## src/hw/rtl/ssu_pkg.sv

```systemverilog
// ----------------------------------------------------------------------------
// ssu_pkg
// Shared types, scan mode codes and character constants for the SQL
// statement splitter.
// ----------------------------------------------------------------------------
package ssu_pkg;

  localparam int ModeW  = 4;
  localparam int ByteW  = 8;
  localparam int FifoDepth = 4;
  localparam int FifoPtrW  = $clog2(FifoDepth);
  localparam int FifoCntW  = $clog2(FifoDepth + 1);

  localparam logic [ModeW-1:0] M_IDLE      = 4'd0;
  localparam logic [ModeW-1:0] M_TOP       = 4'd1;
  localparam logic [ModeW-1:0] M_TOP_DOL   = 4'd2;
  localparam logic [ModeW-1:0] M_TOP_DASH  = 4'd3;
  localparam logic [ModeW-1:0] M_TOP_SLASH = 4'd4;
  localparam logic [ModeW-1:0] M_SQ        = 4'd5;
  localparam logic [ModeW-1:0] M_SQ_QUOTE  = 4'd6;
  localparam logic [ModeW-1:0] M_DQ        = 4'd7;
  localparam logic [ModeW-1:0] M_DOL       = 4'd8;
  localparam logic [ModeW-1:0] M_DOL_DOL   = 4'd9;
  localparam logic [ModeW-1:0] M_LINE      = 4'd10;
  localparam logic [ModeW-1:0] M_BLK       = 4'd11;
  localparam logic [ModeW-1:0] M_BLK_STAR  = 4'd12;

  localparam logic [ByteW-1:0] CH_NUL    = 8'h00;
  localparam logic [ByteW-1:0] CH_SEMI   = 8'h3b;
  localparam logic [ByteW-1:0] CH_DOLLAR = 8'h24;
  localparam logic [ByteW-1:0] CH_DASH   = 8'h2d;
  localparam logic [ByteW-1:0] CH_SLASH  = 8'h2f;
  localparam logic [ByteW-1:0] CH_STAR   = 8'h2a;
  localparam logic [ByteW-1:0] CH_SQUOTE = 8'h27;
  localparam logic [ByteW-1:0] CH_DQUOTE = 8'h22;
  localparam logic [ByteW-1:0] CH_LF     = 8'h0a;
  localparam logic [ByteW-1:0] CH_CR     = 8'h0d;
  localparam logic [ByteW-1:0] CH_TAB    = 8'h09;
  localparam logic [ByteW-1:0] CH_SPACE  = 8'h20;

  typedef struct packed {
    logic [ByteW-1:0] out_byte;
    logic             stmt_first;
    logic             stmt_last;
    logic             was_appended;
  } result_t;

  typedef struct packed {
    logic             emit0;
    logic             emit1;
    logic [ModeW-1:0] mode_next;
    result_t          res0;
  } scan_out_t;

  localparam result_t APPENDED_SEMI = '{
    out_byte:     CH_SEMI,
    stmt_first:   1'b0,
    stmt_last:    1'b1,
    was_appended: 1'b1
  };

  function automatic logic [ModeW-1:0] from_top(input logic [ByteW-1:0] c);
    logic [ModeW-1:0] m;
    case (c)
      CH_SQUOTE: m = M_SQ;
      CH_DQUOTE: m = M_DQ;
      CH_DOLLAR: m = M_TOP_DOL;
      CH_DASH:   m = M_TOP_DASH;
      CH_SLASH:  m = M_TOP_SLASH;
      CH_SEMI:   m = M_IDLE;
      default:   m = M_TOP;
    endcase
    return m;
  endfunction

endpackage

```

## src/hw/rtl/ssu_in_if.sv

```systemverilog
// ----------------------------------------------------------------------------
// ssu_in_if
// Script byte channel: valid/ready handshake with byte and end-of-script flag.
// ----------------------------------------------------------------------------
interface ssu_in_if import ssu_pkg::*; ();
  logic             valid;
  logic             ready;
  logic [ByteW-1:0] in_byte;
  logic             in_last;

  modport source (output valid, output in_byte, output in_last, input ready);
  modport sink   (input valid, input in_byte, input in_last, output ready);
endinterface

```

## src/hw/rtl/ssu_out_if.sv

```systemverilog
// ----------------------------------------------------------------------------
// ssu_out_if
// Statement byte channel: valid/ready handshake with byte and statement marks.
// ----------------------------------------------------------------------------
interface ssu_out_if import ssu_pkg::*; ();
  logic             valid;
  logic             ready;
  logic [ByteW-1:0] out_byte;
  logic             stmt_first;
  logic             stmt_last;
  logic             was_appended;

  modport source (output valid, output out_byte, output stmt_first,
                  output stmt_last, output was_appended, input ready);
  modport sink   (input valid, input out_byte, input stmt_first,
                  input stmt_last, input was_appended, output ready);
endinterface

```

## src/hw/rtl/ssu_scan.sv

```systemverilog
// ----------------------------------------------------------------------------
// ssu_scan
// Per-byte lexer step: next scan mode and the results one byte produces.
// ----------------------------------------------------------------------------
module ssu_scan import ssu_pkg::*; (
  input  logic [ModeW-1:0] mode,
  input  logic [ByteW-1:0] in_byte,
  input  logic             in_last,
  output scan_out_t        scan
);

  logic [ModeW-1:0] eff;
  logic [ModeW-1:0] next;
  logic             skip;
  logic             first;
  logic             top_path;
  logic             ends;
  logic             is_space;

  assign is_space = (in_byte == CH_SPACE) || (in_byte == CH_TAB) ||
                    (in_byte == CH_LF) || (in_byte == CH_CR);

  always_comb begin
    eff      = mode;
    skip     = 1'b0;
    first    = 1'b0;
    next     = mode;
    top_path = 1'b0;

    if (in_byte == CH_NUL) begin
      skip = 1'b1;
    end else if (mode == M_IDLE) begin
      if (is_space || in_byte == CH_SEMI) begin
        skip = 1'b1;
      end else begin
        first = 1'b1;
        eff   = M_TOP;
      end
    end

    unique case (eff)
      M_TOP_DOL: begin
        if (in_byte == CH_DOLLAR) next = M_DOL;
        else top_path = 1'b1;
      end
      M_TOP_DASH: begin
        if (in_byte == CH_DASH) next = M_LINE;
        else top_path = 1'b1;
      end
      M_TOP_SLASH: begin
        if (in_byte == CH_STAR) next = M_BLK;
        else top_path = 1'b1;
      end
      M_SQ_QUOTE: begin
        if (in_byte == CH_SQUOTE) next = M_SQ;
        else top_path = 1'b1;
      end
      M_SQ:       next = (in_byte == CH_SQUOTE) ? M_SQ_QUOTE : M_SQ;
      M_DQ:       next = (in_byte == CH_DQUOTE) ? M_TOP : M_DQ;
      M_DOL:      next = (in_byte == CH_DOLLAR) ? M_DOL_DOL : M_DOL;
      M_DOL_DOL:  next = (in_byte == CH_DOLLAR) ? M_TOP : M_DOL;
      M_LINE:     next = (in_byte == CH_LF) ? M_TOP : M_LINE;
      M_BLK:      next = (in_byte == CH_STAR) ? M_BLK_STAR : M_BLK;
      M_BLK_STAR: begin
        if (in_byte == CH_SLASH) next = M_TOP;
        else if (in_byte == CH_STAR) next = M_BLK_STAR;
        else next = M_BLK;
      end
      default:    top_path = 1'b1;
    endcase

    if (top_path) next = from_top(in_byte);

    ends = (top_path && in_byte == CH_SEMI) || (in_last && in_byte == CH_SEMI);

    scan.emit0               = !skip;
    scan.emit1               = !skip && in_last && !ends;
    scan.mode_next           = skip ? mode : (in_last ? M_IDLE : next);
    scan.res0.out_byte       = in_byte;
    scan.res0.stmt_first     = first;
    scan.res0.stmt_last      = ends;
    scan.res0.was_appended   = 1'b0;
  end

endmodule

```

## src/hw/rtl/ssu_fifo.sv

```systemverilog
// ----------------------------------------------------------------------------
// ssu_fifo
// Small result queue: takes up to two results per cycle, hands out one when the reader is ready.
// ----------------------------------------------------------------------------
module ssu_fifo import ssu_pkg::*; (
  input  logic    clk,
  input  logic    rst,
  input  logic    push0,
  input  logic    push1,
  input  result_t d0,
  input  result_t d1,
  output logic    space2,
  output logic    pop_valid,
  input  logic    pop_ready,
  output result_t pop_data
);

  result_t             mem [FifoDepth];
  logic [FifoPtrW-1:0] wr_ptr;
  logic [FifoPtrW-1:0] rd_ptr;
  logic [FifoCntW-1:0] count;
  logic [FifoPtrW-1:0] wr_ptr1;
  logic [FifoCntW-1:0] npush;
  logic                pop;

  assign wr_ptr1   = wr_ptr + FifoPtrW'(1);
  assign npush     = FifoCntW'(push0) + FifoCntW'(push1);
  assign pop_valid = (count != '0);
  assign pop       = pop_valid && pop_ready;
  assign pop_data  = mem[rd_ptr];
  assign space2    = (count <= FifoCntW'(FifoDepth - 2));

  always_ff @(posedge clk) begin
    if (push0) mem[wr_ptr] <= d0;
    if (push1) mem[wr_ptr1] <= d1;
  end

  always_ff @(posedge clk) begin
    if (rst) begin
      wr_ptr <= '0;
      rd_ptr <= '0;
      count  <= '0;
    end else begin
      wr_ptr <= wr_ptr + FifoPtrW'(npush);
      if (pop) rd_ptr <= rd_ptr + FifoPtrW'(1);
      count  <= count + npush - FifoCntW'(pop);
    end
  end

endmodule

```

## src/hw/rtl/sql_statement_splitter_unit.sv

```systemverilog
// ----------------------------------------------------------------------------
// sql_statement_splitter_unit
// Splits SQL script bytes into statements, one byte per cycle unless stalled.
// ----------------------------------------------------------------------------
//  port  | dir  | item
//  ------+------+----------------------------------------------------------
//  in    | sink | in_byte, in_last: one script byte
//  out   | src  | out_byte, stmt_first, stmt_last, was_appended
//
//  one byte per cycle if queue has room; registered in input stage, then queue
//  the 4-bit scan mode register is updated once per byte in the scan stage
//  a byte that ends the script may emit a second item (appended semicolon)
//  a four-entry result queue decouples output stalls from input by a few items
//  synchronous reset returns the scan mode to between-statements, queue empty
// ----------------------------------------------------------------------------
module sql_statement_splitter_unit import ssu_pkg::*; (
  input  logic      clk,
  input  logic      rst,
  ssu_in_if.sink    in,
  ssu_out_if.source out
);

  logic             s1_valid;
  logic [ByteW-1:0] s1_byte;
  logic             s1_last;
  logic [ModeW-1:0] mode;
  logic             s1_take;
  logic             space2;
  logic             accept;
  scan_out_t        scan;
  result_t          head;

  assign s1_take  = s1_valid && space2;
  assign in.ready = !s1_valid || space2;
  assign accept   = in.valid && in.ready;

  always_ff @(posedge clk) begin
    if (accept) begin
      s1_byte <= in.in_byte;
      s1_last <= in.in_last;
    end
  end

  always_ff @(posedge clk) begin
    if (rst) begin
      s1_valid <= 1'b0;
      mode     <= M_IDLE;
    end else begin
      if (accept) s1_valid <= 1'b1;
      else if (s1_take) s1_valid <= 1'b0;
      if (s1_take) mode <= scan.mode_next;
    end
  end

  ssu_scan u_scan (
    .mode    (mode),
    .in_byte (s1_byte),
    .in_last (s1_last),
    .scan    (scan)
  );

  ssu_fifo u_fifo (
    .clk       (clk),
    .rst       (rst),
    .push0     (s1_take && scan.emit0),
    .push1     (s1_take && scan.emit1),
    .d0        (scan.res0),
    .d1        (APPENDED_SEMI),
    .space2    (space2),
    .pop_valid (out.valid),
    .pop_ready (out.ready),
    .pop_data  (head)
  );

  assign out.out_byte     = head.out_byte;
  assign out.stmt_first   = head.stmt_first;
  assign out.stmt_last    = head.stmt_last;
  assign out.was_appended = head.was_appended;

  a_last_to_idle: assert property (@(posedge clk) disable iff (rst)
    (s1_take && s1_last && s1_byte != CH_NUL) |=> (mode == M_IDLE))
    else $error("scan mode not idle after script end");

  a_stage_holds: assert property (@(posedge clk) disable iff (rst)
    (s1_valid && !s1_take) |=> (s1_valid && $stable(s1_byte) && $stable(s1_last)))
    else $error("input stage lost a waiting byte");

  a_append_only_at_end: assert property (@(posedge clk) disable iff (rst)
    (s1_take && scan.emit1) |-> (scan.emit0 && s1_last))
    else $error("appended semicolon outside script end");

  a_nul_keeps_mode: assert property (@(posedge clk) disable iff (rst)
    (s1_take && s1_byte == CH_NUL) |=> $stable(mode))
    else $error("nul byte changed scan mode");

endmodule

```

## src/flat_wrapper.sv

```systemverilog
// flat-port wrapper written by rule: the top's interface ports become plain ports
module sql_statement_splitter_unit_flat import ssu_pkg::*;
  (clk, rst, in_valid, in_in_byte, in_in_last, in_ready, out_valid, out_out_byte, out_stmt_first, out_stmt_last, out_was_appended, out_ready);
  ssu_in_if in_i ();
  ssu_out_if out_i ();
  input  logic clk;
  input  logic rst;
  input wire logic [$bits(in_i.valid)-1:0] in_valid;
  input wire logic [$bits(in_i.in_byte)-1:0] in_in_byte;
  input wire logic [$bits(in_i.in_last)-1:0] in_in_last;
  output wire logic [$bits(in_i.ready)-1:0] in_ready;
  output wire logic [$bits(out_i.valid)-1:0] out_valid;
  output wire logic [$bits(out_i.out_byte)-1:0] out_out_byte;
  output wire logic [$bits(out_i.stmt_first)-1:0] out_stmt_first;
  output wire logic [$bits(out_i.stmt_last)-1:0] out_stmt_last;
  output wire logic [$bits(out_i.was_appended)-1:0] out_was_appended;
  input wire logic [$bits(out_i.ready)-1:0] out_ready;
  assign in_i.valid = in_valid;
  assign in_i.in_byte = in_in_byte;
  assign in_i.in_last = in_in_last;
  assign in_ready = in_i.ready;
  assign out_valid = out_i.valid;
  assign out_out_byte = out_i.out_byte;
  assign out_stmt_first = out_i.stmt_first;
  assign out_stmt_last = out_i.stmt_last;
  assign out_was_appended = out_i.was_appended;
  assign out_i.ready = out_ready;
  sql_statement_splitter_unit u_core (.clk(clk), .rst(rst), .in(in_i), .out(out_i));
endmodule
```

## config.mk

```make
export PLATFORM = sky130hd
export DESIGN_NAME = sql_statement_splitter_unit_flat
export DESIGN_NICKNAME = d
export VERILOG_FILES = /design/src/hw/rtl/ssu_pkg.sv /design/src/hw/rtl/ssu_in_if.sv /design/src/hw/rtl/ssu_out_if.sv /design/src/hw/rtl/ssu_scan.sv /design/src/hw/rtl/ssu_fifo.sv /design/src/hw/rtl/sql_statement_splitter_unit.sv /design/src/flat_wrapper.sv
export SDC_FILE = /design/constraint.sdc
export NUM_CORES = 1
export LEC_CHECK = 0
export ABC_AREA = 1
export BUFFER_PORTS_ARGS = -buffer_cell sky130_fd_sc_hd__buf_2
export CORE_MARGIN = 2
export CORE_UTILIZATION = 60
export CTS_BUF_LIST = sky130_fd_sc_hd__clkbuf_4 sky130_fd_sc_hd__clkbuf_8
export DETAILED_ROUTE_END_ITERATION = 6
export PLACE_DENSITY = 0.8
export SLEW_MARGIN = 15
export SYNTH_ARGS = -nofsm -noshare
export SYNTH_HDL_FRONTEND = slang
export SYNTH_SLANG_ARGS = --single-unit
```

## constraint.sdc

```tcl
create_clock -name clk -period 3.6 [get_ports clk]
set_input_delay 0.72 -clock clk [delete_from_list [all_inputs] [get_ports clk]]
set_output_delay 0.72 -clock clk [all_outputs]
set_load 0.05 [all_outputs]
```

==> impl_metrics.yaml, run 1 <==
finish:
  regArea_um2: 1431
  nets: 497
  final_cells: 554
  diodes: 0
  final_common_cell: "nand2_1"
  fill_cells: 501
  fin_util: 0.6755
  postLayoutCellArea_um2: 3720
  syn_to_final_growth_pct: 8.543
  multiInputGateArea_um2: 1659
  layout_common_cells: "86 x nand2_1, 58 x dfxtp_1, 56 x inv_1, 48 x nor2_1"
  drive_above_1_share: 0.1660
grt:
  grt_usage: 0.2736
  grt-ovfl-total: 0
  grt_pass1_vias: 2909
  grt_pass1_wl_mm: 13.46
  grt_max_degree: 23
  antenna_found_initial: 0
logic_synthesis:
  netlist_area_um2: 3427
  avgSynthCellArea_um2: 7.499
  netlist_instances: 457
  yosysSeqAreaShare: 0.4177
  syn_nets: 476
  ys_types: 38
  synthTopCellsByArea: "dfxtp_1 34%, nand2_1 9.4%, edfxtp_1 7.9%"
  synth_top_area_share: 0.3388
  yosys.area.top_type: "dfxtp_1"
  synth-seq-cells: 67
  ys_warn_count: 0
run:
  maxCapViolations: 0
drt:
  vias: 3083
  viasPerCell: 5.565
  wl_mm: 7.953
  drcViolationCount: 0
  drt_iter0_markers: 234
  avgRoutedWirePerCell_um: 14.36
  detail_route.first_pass.iterations: 5
  drtAntennaViolNets: 0
clocking:
  postCtsSetupBuffers: 0
  postCtsHoldBufs: 0
  cts.path.max_buffers: 2
  htree_levels: 3
  post_cts_resized: 0
  clk_latency_ns: 0.35
  clkTransAtPathRegs_ns: 0.07
  cts_root_buffer: "clkbuf_8"
  cts_tree: "done"
  cts_made_buffers: 9
  cts.sinks: 67
timing:
  skew_ns: 0.008498
  hold_violations: 0
  max-slew-margin-rel: 0.4290
  hold_slack_ns: 0.4485
  setup_viol: 0
  min_period_ns: 3.223
  period_share: 0.8953
  fin_setup_tns_ns: 0
  max_slew.worst_pin.slew_ns: 0.8534
  drv_slew: 0
  rsz0062_at_grt: "false"
  finalWorstSetupSlack_ns: 0.3769
  fmaxAchievable_mhz: 310.3
worst_setup_path:
  max_stage_delay_ns: 0.47
  cp_cell_sequence: "nor2_2 -> nand2_1 -> nor2_4 -> nor2_2 -> nand2_1 -> nand3_2 -> nand2_4 -> inv_4 -> ha_1 -> inv_1 -> ha_1 -> inv_1 -> ha_1 -> inv_1 -> fa_1 -> xor2_1 -> or2_2 -> a21oi_1"
  path_class: "flop to flop"
  worstPathArrival_ns: 3.50
  slowest_stage: "edfxtp_1"
  crit_required_ns: 3.88
  worstPathMaxFanout: 9
  cp-start-kind: "flop"
  cp-end-kind: "flop"
place:
  gp_congestion: 0.9310
  placed_area_um2: 3562
  dp_hpwl_mm: 5.701
  dp_cells: 539
  post-place-ws_ns: 0.3921
  numPortBuffers: 25
die:
  io_pins: 26
  start_util: 0.6224
  placementRows: 27
  fp.dieArea_um2: 6332
  die_x_um: 79.58
  die_h_um: 79.58
  core_um2: 5507
power:
  p_per_area_nw_per_um2: 824.8
  ir_drop_uv: 580.4
  fin_total_pwr_mw: 3.068
  p_leak_nw: 1.729
run_status:
  status: "finished clean"
hold_path:
  hold_path_class: "flop to flop"
## path summary, 6_finish.rpt
check | to | slack (ns) | cells after the start | from
setup / recovery | u_core.u_fifo.count[2] | 0.38 | 18 | u_core.s1_byte[6]
hold / removal | u_core.u_fifo.mem[3][10] | 0.45 | 2 | u_core.u_fifo.mem[3][10]
hold reg to reg | u_core.u_fifo.mem[3][10] | 0.45 | 2 | u_core.u_fifo.mem[3][10]
setup reg to reg | u_core.u_fifo.count[2] | 0.38 | 18 | u_core.s1_byte[6]
## kinds of logic (layout without fill, tap and decap cells)
logic type               count (synthesis)  after routing  share of synthesized area
buffers and inverters                   79            104                    0.09821
flip-flops                              67             67                     0.4177
AO/OA/AOI/OAI                          114            114                     0.1979
AND/OR/NAND/NOR                        189            189                     0.2570
XOR/XNOR                                 2              2                   0.005112
adder cells (fa/ha/maj)                  6              6                    0.02410
## registers in the layout, indices dropped and copies added, names as in the netlist, named ones only
register              count
u_core.mode               4
u_core.s1_byte            8
u_core.s1_last            1
u_core.s1_valid           1
u_core.u_fifo.count       3
u_core.u_fifo.mem        44
u_core.u_fifo.rd_ptr      2
u_core.u_fifo.wr_ptr      2
## power breakdown
group	leakage, nW	internal, mW	switching, mW
clock	0.0884	0.240	0.276
combinational	1.07	0.423	0.920
sequential	0.570	1.05	0.162
total	1.73	1.71	1.36
## worst max-delay path: cells and delay by family, from the launching register on
family	cells	cell delay [ns]
flops	1	0.47
compound gates	1	0.11
simple gates	8	1.10
buf+inv	4	0.22
fa+ha+maj	4	1.08
xor+xnor	1	0.17
## cell usage after synthesis (all sizes together)
cell    count
a21oi      39
nand3      25
buf        11
xor2        2
edfxtp      9
o211ai     24
o21ai      42
and2        1
clkbuf      7
dfxtp      58
ha          5
nor3        6
o22ai       8
nand4       6
and3        1
nor4        1
nand2      91
fa          1
or2         1
a211oi      1
inv        61
nor2       57
## per-layer routing
metal	routed length (µm)	global-route usage	share of wire	vias to the layer above
li1	-	-	-	1559
met1	3630	0.3429	0.46	1445
met2	3822	0.4496	0.48	65
met3	350	0.06222	0.044	14
met4	149	0.1207	0.019	0
met5	0	0	0	-
## cell type report
type                            instances  share of cell area
Sequential cell                        67              0.3848
Clock buffer                            9             0.03330
Inverter                               61             0.06290
Clock inverter                          6            0.009082
Tap cell                               72             0.02422
Timing Repair Buffer                   28             0.03969
Multi-Input combinational cell        311              0.4460
Power figures use the tool's default switching activity.
==> run 2: changes to the inputs <==
--- a/config.mk
+++ b/config.mk
@@ -10,9 +10,11 @@
 export CORE_MARGIN = 2
 export CORE_UTILIZATION = 60
 export CTS_BUF_LIST = sky130_fd_sc_hd__clkbuf_4 sky130_fd_sc_hd__clkbuf_8
+export CTS_CLUSTER_SIZE = 20
 export DETAILED_ROUTE_END_ITERATION = 6
-export PLACE_DENSITY = 0.8
+export PLACE_DENSITY = 0.79
 export SLEW_MARGIN = 15
 export SYNTH_ARGS = -nofsm -noshare
 export SYNTH_HDL_FRONTEND = slang
+export SYNTH_HIERARCHICAL = 1
 export SYNTH_SLANG_ARGS = --single-unit
==> run 2 against run 1 <==
  * Clock skew shrank 0.0017 ns
  * Final cell count grew 9.2%
  * Core utilization grew 0.085 points
  * Via count grew 8.0%
  * Area after synthesis grew 14%
  * Global-route usage shrank 1.2 points
  * Routed wire length grew 9.6%
  * Setup slack gained 0.0063 ns
  * Count of clock-buffer cells in the layout is the same
  * Critical path depth grew 3
  * Critical endpoint is now u_core/u_fifo/count[2]
  * Largest cell class is now flip-flops and latches
  * Highest routed layer unchanged
==> impl_metrics.yaml, run 2 <==
logic_synthesis:
  synth_edf_count: 53
  synth_top_area_share: 0.4087
  netlist_instances: 496
  yosysSeqAreaShare: 0.4807
  yosys-top-cells-count: "111 x nand2_1, 71 x nor2_1, 57 x inv_1, 53 x edfxtp_1, 37 x o21ai_1"
  netlist_area_um2: 3894
  ys_warn_count: 6
  avgSynthCellArea_um2: 7.850
  synthArstFlopShare: 0
  yosys.area.top_type: "edfxtp_1"
  synth-seq-cells: 67
  ys_types: 33
  synth_flop_cell: "edfxtp_1"
  synth_most_common_cell: "nand2_1"
  synthTopCellsByArea: "edfxtp_1 41%, nand2_1 11%, dfxtp_1 7.2%"
finish:
  regArea_um2: 1872
  syn_to_final_growth_pct: 9.672
  multiInputGateArea_um2: 1660
  fin_util: 0.6764
  regMostFlops: "u_core/u_fifo/mem"
  final_common_cell: "nand2_1"
  layout_common_cells: "111 x nand2_1, 71 x nor2_1, 57 x inv_1, 53 x edfxtp_1, 37 x o21ai_1"
  diodes: 0
  nets: 543
  drive_above_1_share: 0.1439
  postLayoutCellArea_um2: 4270
  top_regs: "u_core/u_fifo/mem: 44 flops, u_core/s1_byte: 8 flops, u_core/mode: 4 flops"
  largest_register_ffs: 44
  fill_cells: 547
power:
  p_leak_nw: 1.930
  seqPwrFrac: 0.384
  p_per_area_nw_per_um2: 636.3
  combinationalPowerShare: 0.371
  switching_power_mw: 1.092
  ir_drop_uv: 578.9
  p_sw_frac: 0.4019
  pwr-share-clk: 0.245
  p_int_mw: 1.625
timing:
  drv_slew: 0
  min_period_ns: 3.217
  finalWorstSetupSlack_ns: 0.3832
  period_share: 0.8935
  fin_setup_tns_ns: 0
  max_slew.worst_pin.slew_ns: 0.9905
  rsz0062_at_grt: "false"
  fmaxAchievable_mhz: 310.9
  hold_violations: 0
  max-slew-margin-rel: 0.3340
  setup_viol: 0
  skew_ns: 0.006833
place:
  numPortBuffers: 25
  gp_congestion: 0.9363
  dp_hpwl_mm: 6.148
  placed_area_um2: 4065
  post-place-ws_ns: 0.4108
clocking:
  post_cts_resized: 0
  cts_root_buffer: "clkbuf_8"
  clkTransAtPathRegs_ns: 0.07
  cts.sinks: 67
  htree_levels: 3
  postCtsSetupBuffers: 0
  postCtsHoldBufs: 0
  cts.path.max_buffers: 2
  cts_made_buffers: 9
  clk_latency_ns: 0.35
  cts_tree: "done"
drt:
  viasPerCell: 5.504
  avgRoutedWirePerCell_um: 14.41
  vias: 3330
  drtAntennaViolNets: 0
  detail_route.first_pass.iterations: 5
  drcViolationCount: 0
  wl_mm: 8.717
  drt_iter0_markers: 264
worst_setup_path:
  cp_cell_sequence: "inv_1 -> nor2_2 -> nand2_1 -> nor2_2 -> nor2_2 -> nand2_1 -> a21oi_4 -> inv_1 -> nor3_1 -> inv_1 -> nor2_1 -> ha_1 -> inv_1 -> ha_1 -> inv_1 -> ha_1 -> inv_1 -> fa_1 -> inv_1 -> nand2_1 -> a21oi_1"
  max_stage_delay_ns: 0.51
  path_class: "flop to flop"
  cp-end-kind: "flop"
  crit_required_ns: 3.88
  cp-start-kind: "flop"
  crit_top_cell: "inv_1"
  worstPathArrival_ns: 3.50
  slowest_stage: "edfxtp_1"
  worstPathMaxFanout: 9
grt:
  grt_pass1_wl_mm: 14.75
  grt_pass1_vias: 3175
  grt-ovfl-total: 0
  grt_max_degree: 24
  grt_usage: 0.2618
  antenna_found_initial: 0
run_status:
  status: "finished clean"
die:
  fp.dieArea_um2: 7150
  core_um2: 6314
  die_x_um: 84.56
  placementRows: 29
  io_pins: 26
  start_util: 0.6167
  die_h_um: 84.56
hold_path:
  hold_path_class: "flop to flop"
run:
  maxCapViolations: 0
-- run 2: per-stage QoR --
stage | hold WS [ns] | total power, mW | instances
after floorplan | 0.4481 | 1.848 | 505
after global placement | 0.4629 | 2.035 | 590
after detailed placement | 0.4763 | 2.063 | 590
after CTS | 0.4954 | 2.726 | 605
after global routing | 0.5391 | 2.883 | 605
final | 0.4910 | 2.717 | 605
-- run 2: per-layer routing --
layer,GRT usage,share of wire,vias to the layer above,wire length (µm)
met2,0.4238,0.48,121,4201
met4,0.1111,0.023,0,204
met3,0.05113,0.063,20,552
met5,0,0,-,0
li1,-,-,1659,-
met1,0.3451,0.43,1530,3758
-- run 2: power groups by stage --
stage	clock network, mW	logic (mW)	registers [mW]
after floorplan	0	0.816	1.03
after global placement	0	0.979	1.06
after detailed placement	0	1.00	1.06
after CTS	0.676	1.01	1.04
after global routing	0.707	1.12	1.06
final	0.665	1.01	1.04
-- run 2: final timing paths --
kind	cells after the start	slack (ns)	endpoint	from
max	21	0.38	u_core/u_fifo/count[2]	u_core/s1_byte[3]
min	2	0.49	u_core/u_fifo/rd_ptr[0]	u_core/u_fifo/rd_ptr[0]
max reg2reg	21	0.38	u_core/u_fifo/count[2]	u_core/s1_byte[3]
min reg2reg	2	0.49	u_core/u_fifo/rd_ptr[0]	u_core/u_fifo/rd_ptr[0]
-- run 2: worst max-delay path: cells and delay by family, from the launching register on --
family | cells | cell delay [ns]
simple gates | 8 | 0.88
flops | 1 | 0.51
compound gates | 2 | 0.27
buf+inv | 7 | 0.52
fa+ha+maj | 4 | 1.00
-- run 2: cell type report --
class	instances	area share
sequential	67	0.4383
tap	77	0.02256
inverter	65	0.05713
multi-input combinational	347	0.3888
clock inverter	6	0.01904
clock buffer	9	0.02901
timing repair buffer	34	0.04512
-- run 2: cells by family (layout without fill, tap and decap cells) --
family	Yosys count	count (layout)	synth area share
compound gates	96	96	0.1324
fa+ha+maj	6	6	0.02121
simple gates	233	233	0.2613
flops	67	67	0.4807
other cells	3	12	0.002892
buf+inv	91	114	0.1015
